`config.mk`:
```
export PLATFORM = sky130hd
export DESIGN_NAME = multi_fifo_shortest_queue_core
export DESIGN_NICKNAME = d
export VERILOG_FILES = /design/src/hdl/mfsq_pkg.sv /design/src/hdl/multi_fifo_shortest_queue_core.sv /design/src/hdl/mfsq_ctrl.sv /design/src/hdl/mfsq_datapath.sv
export SDC_FILE = /design/constraint.sdc
export NUM_CORES = 1
export LEC_CHECK = 0
export BUFFER_PORTS_ARGS = -buffer_cell sky130_fd_sc_hd__buf_2
export CAP_MARGIN = 10
export CORE_UTILIZATION = 59
export CTS_BUF_LIST = sky130_fd_sc_hd__clkbuf_8
export CTS_CLUSTER_SIZE = 25
export DETAILED_ROUTE_END_ITERATION = 10
export GPL_TIMING_DRIVEN = 0
export HOLD_SLACK_MARGIN = 0.06
export PLACE_DENSITY = 0.78
export SYNTH_ARGS = -nofsm -noshare
export SYNTH_HDL_FRONTEND = slang
export SYNTH_SLANG_ARGS = --single-unit
```
`constraint.sdc`:
```
create_clock -name clk_i -period 3.77 [get_ports clk_i]
set_input_delay 0.1885 -clock clk_i [delete_from_list [all_inputs] [get_ports clk_i]]
set_output_delay 0.1885 -clock clk_i [all_outputs]
set_load 0.1 [all_outputs]
```
`src/hdl/mfsq_pkg.sv`:
```
// Package for the multi-queue FIFO with shortest-queue selection.
// Request and status codes, controller states, command and status bundles.
// No dependencies.
package mfsq_pkg;

  localparam int unsigned REQ_BITS    = 2;
  localparam int unsigned QIDX_BITS   = 3;
  localparam int unsigned STATUS_BITS = 3;

  typedef enum logic [REQ_BITS-1:0] {
    REQ_ENQUEUE  = 2'd0,
    REQ_SERVE    = 2'd1,
    REQ_CHECKOUT = 2'd2,
    REQ_QUERY    = 2'd3
  } req_type_e;

  typedef enum logic [STATUS_BITS-1:0] {
    STAT_OK        = 3'd0,
    STAT_INVALID   = 3'd1,
    STAT_EMPTY     = 3'd2,
    STAT_FULL      = 3'd3,
    STAT_NOT_FOUND = 3'd4
  } status_e;

  typedef enum logic [2:0] {
    S_IDLE,
    S_DECODE,
    S_HEAD_RD,
    S_HEAD_CHK,
    S_MIN,
    S_DONE
  } ctrl_state_e;

  typedef struct packed {
    logic    load;
    logic    push;
    logic    pop;
    logic    scan_next;
    logic    min_start;
    logic    min_step;
    logic    set_status;
    status_e status_code;
    logic    out_load;
  } ctrl_cmd_t;

  typedef struct packed {
    req_type_e req;
    logic      qidx_ok;
    logic      occ_zero;
    logic      occ_full;
    logic      head_match;
    logic      sel_last;
    logic      out_busy;
  } dp_status_t;

endpackage

```
`src/hdl/multi_fifo_shortest_queue_core.sv`:
```
// Top level of the multi-queue FIFO with shortest-queue selection.
// Joins the controller (mfsq_ctrl) and the datapath (mfsq_datapath).
// Depends on mfsq_pkg.
//
// Usage: a request beat (req_type_i, queue_index_i, ident_i) is taken when
// in_valid_i is high and in_stall_o is low. Each request yields exactly one
// result beat (status_o, served_ident_o, served_queue_o, best_queue_o,
// best_count_o), taken when out_valid_o is high and out_stall_i is low.
// One request is in work at a time; in_stall_o is low only in idle.
// Each request is decoded; a serve of a valid, non-empty queue then reads and
// checks its head, and a checkout reads and compares queue heads in turn until
// a match or the last queue. Every request then scans all NUM_QUEUES counts
// for the shortest queue; the next beat is taken only back in idle.
// The checkout head scan reads one queue head at a time through the
// single registered memory read port, and the shortest-queue search steps
// through one count per cycle. The result sits in an output register, so
// the next request is accepted while a result waits; a stalled receiver
// holds that result and the following request stays in its final state.
// Reset empties every queue, clears pointers and counts and drops any
// pending result; the identifier memory needs no clearing.
module multi_fifo_shortest_queue_core #(
  parameter int unsigned NUM_QUEUES  = 4,
  parameter int unsigned QUEUE_DEPTH = 16,
  parameter int unsigned ID_BITS     = 16
) (
  input  logic                                     clk_i,
  input  logic                                     rst_ni,
  input  logic                                     in_valid_i,
  output logic                                     in_stall_o,
  input  logic [mfsq_pkg::REQ_BITS-1:0]            req_type_i,
  input  logic [mfsq_pkg::QIDX_BITS-1:0]           queue_index_i,
  input  logic [ID_BITS-1:0]                       ident_i,
  output logic                                     out_valid_o,
  input  logic                                     out_stall_i,
  output logic [mfsq_pkg::STATUS_BITS-1:0]         status_o,
  output logic [ID_BITS-1:0]                       served_ident_o,
  output logic [$clog2(NUM_QUEUES)-1:0]            served_queue_o,
  output logic [$clog2(NUM_QUEUES)-1:0]            best_queue_o,
  output logic [$clog2(QUEUE_DEPTH+1)-1:0]         best_count_o
);
  import mfsq_pkg::*;

  ctrl_cmd_t  cmd;
  dp_status_t dp_status;

  mfsq_ctrl u_ctrl (
    .clk_i       (clk_i),
    .rst_ni      (rst_ni),
    .in_valid_i  (in_valid_i),
    .in_stall_o  (in_stall_o),
    .dp_status_i (dp_status),
    .cmd_o       (cmd)
  );

  mfsq_datapath #(
    .NUM_QUEUES  (NUM_QUEUES),
    .QUEUE_DEPTH (QUEUE_DEPTH),
    .ID_BITS     (ID_BITS)
  ) u_datapath (
    .clk_i          (clk_i),
    .rst_ni         (rst_ni),
    .cmd_i          (cmd),
    .dp_status_o    (dp_status),
    .req_type_i     (req_type_i),
    .queue_index_i  (queue_index_i),
    .ident_i        (ident_i),
    .out_valid_o    (out_valid_o),
    .out_stall_i    (out_stall_i),
    .status_o       (status_o),
    .served_ident_o (served_ident_o),
    .served_queue_o (served_queue_o),
    .best_queue_o   (best_queue_o),
    .best_count_o   (best_count_o)
  );

endmodule

```
`src/hdl/mfsq_ctrl.sv`:
```
// Controller state machine for the multi-queue FIFO.
// Sequences decode, head read and compare, min scan and result hand-off.
// Depends on mfsq_pkg.
module mfsq_ctrl (
  input  logic                clk_i,
  input  logic                rst_ni,
  input  logic                in_valid_i,
  output logic                in_stall_o,
  input  mfsq_pkg::dp_status_t dp_status_i,
  output mfsq_pkg::ctrl_cmd_t  cmd_o
);
  import mfsq_pkg::*;

  ctrl_state_e state_q, state_d;

  always_ff @(posedge clk_i or negedge rst_ni) begin
    if (!rst_ni) begin
      state_q <= S_IDLE;
    end else begin
      state_q <= state_d;
    end
  end

  always_comb begin
    state_d = state_q;
    unique case (state_q)
      S_IDLE: begin
        if (in_valid_i) state_d = S_DECODE;
      end
      S_DECODE: begin
        unique case (dp_status_i.req)
          REQ_ENQUEUE:  state_d = S_MIN;
          REQ_SERVE: begin
            if (!dp_status_i.qidx_ok || dp_status_i.occ_zero) state_d = S_MIN;
            else state_d = S_HEAD_RD;
          end
          REQ_CHECKOUT: state_d = S_HEAD_RD;
          REQ_QUERY:    state_d = S_MIN;
          default:      state_d = S_MIN;
        endcase
      end
      S_HEAD_RD: state_d = S_HEAD_CHK;
      S_HEAD_CHK: begin
        if (dp_status_i.req == REQ_SERVE ||
            (!dp_status_i.occ_zero && dp_status_i.head_match) ||
            dp_status_i.sel_last) begin
          state_d = S_MIN;
        end else begin
          state_d = S_HEAD_RD;
        end
      end
      S_MIN: begin
        if (dp_status_i.sel_last) state_d = S_DONE;
      end
      S_DONE: begin
        if (!dp_status_i.out_busy) state_d = S_IDLE;
      end
      default: state_d = S_IDLE;
    endcase
  end

  always_comb begin
    cmd_o      = '0;
    in_stall_o = 1'b1;
    unique case (state_q)
      S_IDLE: begin
        in_stall_o = 1'b0;
        cmd_o.load = in_valid_i;
      end
      S_DECODE: begin
        unique case (dp_status_i.req)
          REQ_ENQUEUE: begin
            cmd_o.min_start = 1'b1;
            if (!dp_status_i.qidx_ok) begin
              cmd_o.set_status  = 1'b1;
              cmd_o.status_code = STAT_INVALID;
            end else if (dp_status_i.occ_full) begin
              cmd_o.set_status  = 1'b1;
              cmd_o.status_code = STAT_FULL;
            end else begin
              cmd_o.push = 1'b1;
            end
          end
          REQ_SERVE: begin
            if (!dp_status_i.qidx_ok) begin
              cmd_o.min_start   = 1'b1;
              cmd_o.set_status  = 1'b1;
              cmd_o.status_code = STAT_INVALID;
            end else if (dp_status_i.occ_zero) begin
              cmd_o.min_start   = 1'b1;
              cmd_o.set_status  = 1'b1;
              cmd_o.status_code = STAT_EMPTY;
            end
          end
          REQ_CHECKOUT: ;
          REQ_QUERY:    cmd_o.min_start = 1'b1;
          default:      cmd_o.min_start = 1'b1;
        endcase
      end
      S_HEAD_RD: ;
      S_HEAD_CHK: begin
        if (dp_status_i.req == REQ_SERVE ||
            (!dp_status_i.occ_zero && dp_status_i.head_match)) begin
          cmd_o.pop       = 1'b1;
          cmd_o.min_start = 1'b1;
        end else if (dp_status_i.sel_last) begin
          cmd_o.set_status  = 1'b1;
          cmd_o.status_code = STAT_NOT_FOUND;
          cmd_o.min_start   = 1'b1;
        end else begin
          cmd_o.scan_next = 1'b1;
        end
      end
      S_MIN: begin
        cmd_o.min_step  = 1'b1;
        cmd_o.scan_next = !dp_status_i.sel_last;
      end
      S_DONE: begin
        cmd_o.out_load = !dp_status_i.out_busy;
      end
      default: ;
    endcase
  end

`ifndef NO_ASSERTIONS
  assert property (@(posedge clk_i) disable iff (!rst_ni)
    (state_q == S_DONE && !dp_status_i.out_busy) |=> (state_q == S_IDLE))
    else $error("result hand-off did not return to idle");
  assert property (@(posedge clk_i) disable iff (!rst_ni)
    cmd_o.load |=> (state_q == S_DECODE))
    else $error("accepted beat not decoded");
  assert property (@(posedge clk_i) disable iff (!rst_ni)
    (state_q == S_HEAD_RD) |=> (state_q == S_HEAD_CHK))
    else $error("head read not followed by compare");
`endif

endmodule

```
`src/hdl/mfsq_datapath.sv`:
```
// Datapath for the multi-queue FIFO: identifier memory, per-queue pointers
// and counts, request registers, min scan and output register.
// Depends on mfsq_pkg.
module mfsq_datapath #(
  parameter int unsigned NUM_QUEUES  = 4,
  parameter int unsigned QUEUE_DEPTH = 16,
  parameter int unsigned ID_BITS     = 16,
  localparam int unsigned QW = $clog2(NUM_QUEUES),
  localparam int unsigned PW = $clog2(QUEUE_DEPTH),
  localparam int unsigned CW = $clog2(QUEUE_DEPTH + 1)
) (
  input  logic                             clk_i,
  input  logic                             rst_ni,
  input  mfsq_pkg::ctrl_cmd_t              cmd_i,
  output mfsq_pkg::dp_status_t             dp_status_o,
  input  logic [mfsq_pkg::REQ_BITS-1:0]    req_type_i,
  input  logic [mfsq_pkg::QIDX_BITS-1:0]   queue_index_i,
  input  logic [ID_BITS-1:0]               ident_i,
  output logic                             out_valid_o,
  input  logic                             out_stall_i,
  output logic [mfsq_pkg::STATUS_BITS-1:0] status_o,
  output logic [ID_BITS-1:0]               served_ident_o,
  output logic [QW-1:0]                    served_queue_o,
  output logic [QW-1:0]                    best_queue_o,
  output logic [CW-1:0]                    best_count_o
);
  import mfsq_pkg::*;

  localparam int unsigned AW        = QW + PW;
  localparam int unsigned MEM_DEPTH = NUM_QUEUES * (2 ** PW);

  logic [ID_BITS-1:0] mem_q [MEM_DEPTH];
  logic [ID_BITS-1:0] rd_data_q;

  logic [PW-1:0] head_q [NUM_QUEUES];
  logic [PW-1:0] tail_q [NUM_QUEUES];
  logic [CW-1:0] occ_q  [NUM_QUEUES];
  logic [QW-1:0] sel_q;
  req_type_e     req_q;
  logic          qidx_ok_q;
  logic          out_valid_q;

  logic [ID_BITS-1:0] ident_q;
  status_e            status_q;
  logic [ID_BITS-1:0] served_ident_q;
  logic [QW-1:0]      served_queue_q;
  logic [QW-1:0]      best_q;
  logic [CW-1:0]      best_cnt_q;

  status_e            out_status_q;
  logic [ID_BITS-1:0] out_ident_q;
  logic [QW-1:0]      out_squeue_q;
  logic [QW-1:0]      out_best_q;
  logic [CW-1:0]      out_cnt_q;

  logic [PW-1:0] head_sel, tail_sel, head_nxt, tail_nxt;
  logic [CW-1:0] occ_sel;
  logic          qidx_ok;

  assign head_sel = head_q[sel_q];
  assign tail_sel = tail_q[sel_q];
  assign occ_sel  = occ_q[sel_q];
  assign head_nxt = (head_sel == PW'(QUEUE_DEPTH - 1)) ? '0 : head_sel + PW'(1);
  assign tail_nxt = (tail_sel == PW'(QUEUE_DEPTH - 1)) ? '0 : tail_sel + PW'(1);
  assign qidx_ok  = (int'(queue_index_i) < int'(NUM_QUEUES));

  assign dp_status_o.req        = req_q;
  assign dp_status_o.qidx_ok    = qidx_ok_q;
  assign dp_status_o.occ_zero   = (occ_sel == '0);
  assign dp_status_o.occ_full   = (occ_sel == CW'(QUEUE_DEPTH));
  assign dp_status_o.head_match = (rd_data_q == ident_q);
  assign dp_status_o.sel_last   = (sel_q == QW'(NUM_QUEUES - 1));
  assign dp_status_o.out_busy   = out_valid_q && out_stall_i;

  always_ff @(posedge clk_i) begin
    if (cmd_i.push) begin
      mem_q[AW'({sel_q, tail_sel})] <= ident_q;
    end
    rd_data_q <= mem_q[AW'({sel_q, head_sel})];
  end

  always_ff @(posedge clk_i or negedge rst_ni) begin
    if (!rst_ni) begin
      for (int i = 0; i < NUM_QUEUES; i++) begin
        head_q[i] <= '0;
        tail_q[i] <= '0;
        occ_q[i]  <= '0;
      end
      sel_q       <= '0;
      req_q       <= REQ_ENQUEUE;
      qidx_ok_q   <= 1'b0;
      out_valid_q <= 1'b0;
    end else begin
      if (cmd_i.load) begin
        req_q     <= req_type_e'(req_type_i);
        qidx_ok_q <= qidx_ok;
        sel_q     <= (qidx_ok && (req_type_e'(req_type_i) == REQ_ENQUEUE ||
                                  req_type_e'(req_type_i) == REQ_SERVE))
                     ? QW'(queue_index_i) : '0;
      end else if (cmd_i.min_start) begin
        sel_q <= '0;
      end else if (cmd_i.scan_next) begin
        sel_q <= sel_q + QW'(1);
      end
      if (cmd_i.push) begin
        tail_q[sel_q] <= tail_nxt;
        occ_q[sel_q]  <= occ_sel + CW'(1);
      end
      if (cmd_i.pop) begin
        head_q[sel_q] <= head_nxt;
        occ_q[sel_q]  <= occ_sel - CW'(1);
      end
      if (cmd_i.out_load) begin
        out_valid_q <= 1'b1;
      end else if (!out_stall_i) begin
        out_valid_q <= 1'b0;
      end
    end
  end

  always_ff @(posedge clk_i) begin
    if (cmd_i.load) begin
      ident_q        <= ident_i;
      status_q       <= STAT_OK;
      served_ident_q <= '0;
      served_queue_q <= '0;
    end
    if (cmd_i.set_status) begin
      status_q <= cmd_i.status_code;
    end
    if (cmd_i.pop) begin
      served_ident_q <= rd_data_q;
      served_queue_q <= sel_q;
    end
    if (cmd_i.min_step && (sel_q == '0 || occ_sel < best_cnt_q)) begin
      best_q     <= sel_q;
      best_cnt_q <= occ_sel;
    end
    if (cmd_i.out_load) begin
      out_status_q <= status_q;
      out_ident_q  <= served_ident_q;
      out_squeue_q <= served_queue_q;
      out_best_q   <= best_q;
      out_cnt_q    <= best_cnt_q;
    end
  end

  assign out_valid_o    = out_valid_q;
  assign status_o       = out_status_q;
  assign served_ident_o = out_ident_q;
  assign served_queue_o = out_squeue_q;
  assign best_queue_o   = out_best_q;
  assign best_count_o   = out_cnt_q;

`ifndef NO_ASSERTIONS
  assert property (@(posedge clk_i) disable iff (!rst_ni)
    cmd_i.pop |-> (occ_sel != '0))
    else $error("pop from an empty queue");
  assert property (@(posedge clk_i) disable iff (!rst_ni)
    cmd_i.push |-> (qidx_ok_q && occ_sel != CW'(QUEUE_DEPTH)))
    else $error("push onto a full or invalid queue");
  assert property (@(posedge clk_i) disable iff (!rst_ni)
    cmd_i.out_load |-> !(out_valid_q && out_stall_i))
    else $error("result register overwritten while stalled");
  assert property (@(posedge clk_i) disable iff (!rst_ni)
    (occ_sel <= CW'(QUEUE_DEPTH)))
    else $error("queue count beyond depth");
`endif

endmodule

```
==> reports/metrics.cfg <==
[worst_setup_path]
required_ps = 4410
worstPathCellList = buf_4 > buf_6 > mux2i_4 > mux2_4 > clkinv_8 > buf_6 > clkbuf_4 > mux2_2 > o21ai_0 > nand4_1 > nand4_1 > o2111ai_1
rr_startpoint = u_datapath.sel_q[1]
cpLargestDelayFamily = buffers and inverters
crit_fanout = 10
worstSetupStartpointType = flip-flop
critPathLaunch = u_datapath.sel_q[1]
slowest_stage = dfrtp_1
arrival_ps = 4600
cp_slowest_stage_delay_ps = 410
crit_cells = 12
crit_buf_inv = 5
r2r_cells = 12
crit_path_end_kind = flip-flop
critical_path_class = reg -> reg

[global_route]
globalRouteMet2Util = 0.5142
grtUsageTotal = 0.3272
grt_overflow = 0
grt-busiest-layer = met2
grt_first_pass_wirelength_mm = 183.7
grt_max_degree = 39
antenna_found_initial = 2
grt_pass1_vias = 28186
met3_usage = 0.08513
met1_usage = 0.4205

[synth]
postSynthCellCount = 2765
dominantRegCellSynth = edfxtp_1
yosys.cell_types.count = 66
yosysWarnings = 0
synth_edf_count = 1096
synth.most_common_cell = edfxtp_1
synthArstFlopShare = 0.05200
seq_area_frac_synth = 0.7571
synth_top_area_frac = 0.7169
synth.avg_cell_area_sq_um = 16.60
synth-seq-cells = 1173
post-synth-top-area-cell = edfxtp_1
syn-cell-area_sq_mm = 0.04591
synthTopCellsByArea = edfxtp_1 72%, mux4_2 6.2%, nand2_1 3.5%, dfrtp_1 3.3%, a31oi_1 1.7%
netlist_top_cells_count = 1096 x edfxtp_1, 431 x nand2_1, 127 x a31oi_1
syn_nets = 2806

[pwr]
seqPwrFrac = 0.443
internal_power_mw = 23.54
p_leak_nw = 18.39
p_per_area_mw_per_mm2 = 648.6
p_switching_mw = 11.77
power_frac_comb = 0.275
ir_drop_mv = 0.5006
swShare = 0.3333
p_clk_frac = 0.281

[clock_network]
cts_htree_levels = 4
cts_buffers = 175
clockBufferDepth = 3
tritoncts = built
root_buffer = clkbuf_8
clk_latency_ps = 870
path_clk_slew_ps = 70
cts.sinks = 1173

[place]
dp_hpwl_mm = 83.81
placed_area_sq_mm = 0.04906
place_congestion = 1.011
io_buffer_count = 54
place_inst = 3922

[sta]
worst_pin_slew_ps = 1130
finalSetupViolCount = 5
finalCritPeriodShare = 1.051
clock-skew-final_ps = 52.99
slew_violations = 0
hold_viol = 0
tns_ps = -335.3
relSlewSlack = 0.2467
layout_min_cycle_time_ps = 3962
setup_slack_ps = -192.5
max_freq_ghz = 0.2524

[run]
max_cap_viol_count = 0

[cells_and_area]
syn_to_final_growth_pct = 18.59
design_area_sq_mm = 0.05444
finalNonFillerCells = 4331
finalNetCount = 3199
drive_above_1_share = 0.2404

[hold_path]
hold_start = ident_i[4]
hp-class = in -> reg
hold_depth = 2

[detailed_routing]
via_per_inst = 6.621
firstDrtPassIters = 7
drc = 0
wl_per_cell_microns = 29.69
vias = 28674
ant_nets = 0
drt_wl_total_mm = 128.6
drtIter0Drc = 4545

[status]
status = finished, violations left
failed_checks = negative setup slack

[floorplan]
num_rows = 101
ios = 55
die_area_sq_mm = 0.07893
core_area_sq_mm = 0.07645
floorplan.initialDensity = 0.6005
die_w_microns = 280.9
die_h_microns = 280.9

-- final timing paths --
| path | endpoint | slack [ps] |
|---|---|---|
| min reg2reg | u_datapath.served_queue_o[1] | 420 |
| min in group asynchronous | u_datapath.head_q[2] | 430 |
| max reg2reg | u_datapath.rd_data_q[15] | -190 |
| max in group asynchronous | u_ctrl.state_q[0] | 1910 |
| min | u_datapath.ident_q[4] | 90 |
| max | u_datapath.rd_data_q[15] | -190 |
-- sequential cells by signal, indices dropped and copies added (netlist names), 2 cells and up, named ones only --
name and cells:
u_ctrl.state_q 3, u_datapath.rd_data_q 16, u_datapath.served_ident_o 16, u_datapath.head_q 16, u_datapath.status_q 3, u_datapath.tail_q 16, u_datapath.best_cnt_q 5, u_datapath.ident_q 16
u_datapath.mem_q 1024, u_datapath.status_o 3, u_datapath.best_queue_o 2, u_datapath.served_ident_q 16, u_datapath.best_q 2, u_datapath.occ_q 19, u_datapath.best_count_o 5, u_datapath.sel_q 2
u_datapath.req_q 2, u_datapath.served_queue_o 2, u_datapath.served_queue_q 2
-- power groups by stage --
stage	clock network (mW)	registers [mW]	logic, mW
2_1_floorplan	0	16.2	4.69
3_3_place_gp	0	16.5	7.22
3_5_place_dp	0	15.9	8.62
4_1_cts	9.85	15.6	9.07
5_1_grt	10.5	15.7	10.0
6_report	9.93	15.7	9.72
-- metrics by stage --
step / power [mW] / util / setup slack [ps] / hold slack (ps)
6_report: 35.31 / 0.7121 / -192.5 / 93.62
5_1_grt: 36.19 / 0.7121 / -90.68 / 79.02
4_1_cts: 34.56 / 0.7075 / -218.9 / 64.35
3_5_place_dp: 24.53 / 0.6417 / -1134 / 200.5
3_3_place_gp: 23.76 / 0.6209 / -1234 / 365.1
2_1_floorplan: 20.90 / - / 102.1 / -107.1
-- repair_timing --
action / in CTS / in global routing
setup endpoints to repair: 999 / 981
hold buffers: 44 / 0
resized for setup: 170 / 73
endpoints found under the hold margin: 92 / 0
pin swaps: 49 / 15
buffers inserted: 37 / 13
-- layout by cell type, fill, tap and decap left out, drive strengths merged, types with 17 or more instances in the layout --
| cell | count |
|---|---|
| buf | 244 |
| nand4 | 31 |
| clkinv | 61 |
| a21oi | 51 |
| nand3 | 22 |
| dfrtp | 61 |
| nand2 | 431 |
| mux4 | 126 |
| dlygate4sd3 | 44 |
| a211oi | 68 |
| a22oi | 46 |
| nor2 | 86 |
| edfxtp | 1096 |
| a31oi | 127 |
| inv | 90 |
| o22a | 17 |
| and3 | 31 |
| xor2 | 18 |
| nor2b | 68 |
| mux2 | 35 |
| clkbuf | 270 |
| mux2i | 42 |
| o21ai | 57 |
-- routing by layer --
metal  share of wire  up-vias
met1            0.35    14168
met4           0.061        2
met3            0.12      456
met2            0.47     2363
li1                -    11685
met5        0.000086        -
-- cells by family (layout without fill, tap and decap cells) --
| family | after synthesis | after routing | synth area share |
|---|---|---|---|
| AO/OA/AOI/OAI | 448 | 448 | 0.06691 |
| multiplexers | 203 | 203 | 0.07983 |
| flip-flops | 1173 | 1173 | 0.7571 |
| buffers and inverters | 183 | 717 | 0.01802 |
| other | 0 | 2 | 0 |
| adder cells (fa/ha/maj) | 16 | 16 | 0.004361 |
| AND/OR/NAND/NOR | 720 | 720 | 0.06955 |
| XOR/XNOR | 22 | 22 | 0.004197 |
-- cell type report --
cell class	instances	area (sq um)
antenna	2	5.005
buffer	154	904.6
clock buffer	183	2519
clock inverter	135	784.5
fill	4349	22010
inverter	24	102.6
multi-input combinational	1409	11110
sequential	1173	34760
tap	1030	1289
timing repair buffer	221	2968
No activity file was read; power rests on OpenSTA's default activity.
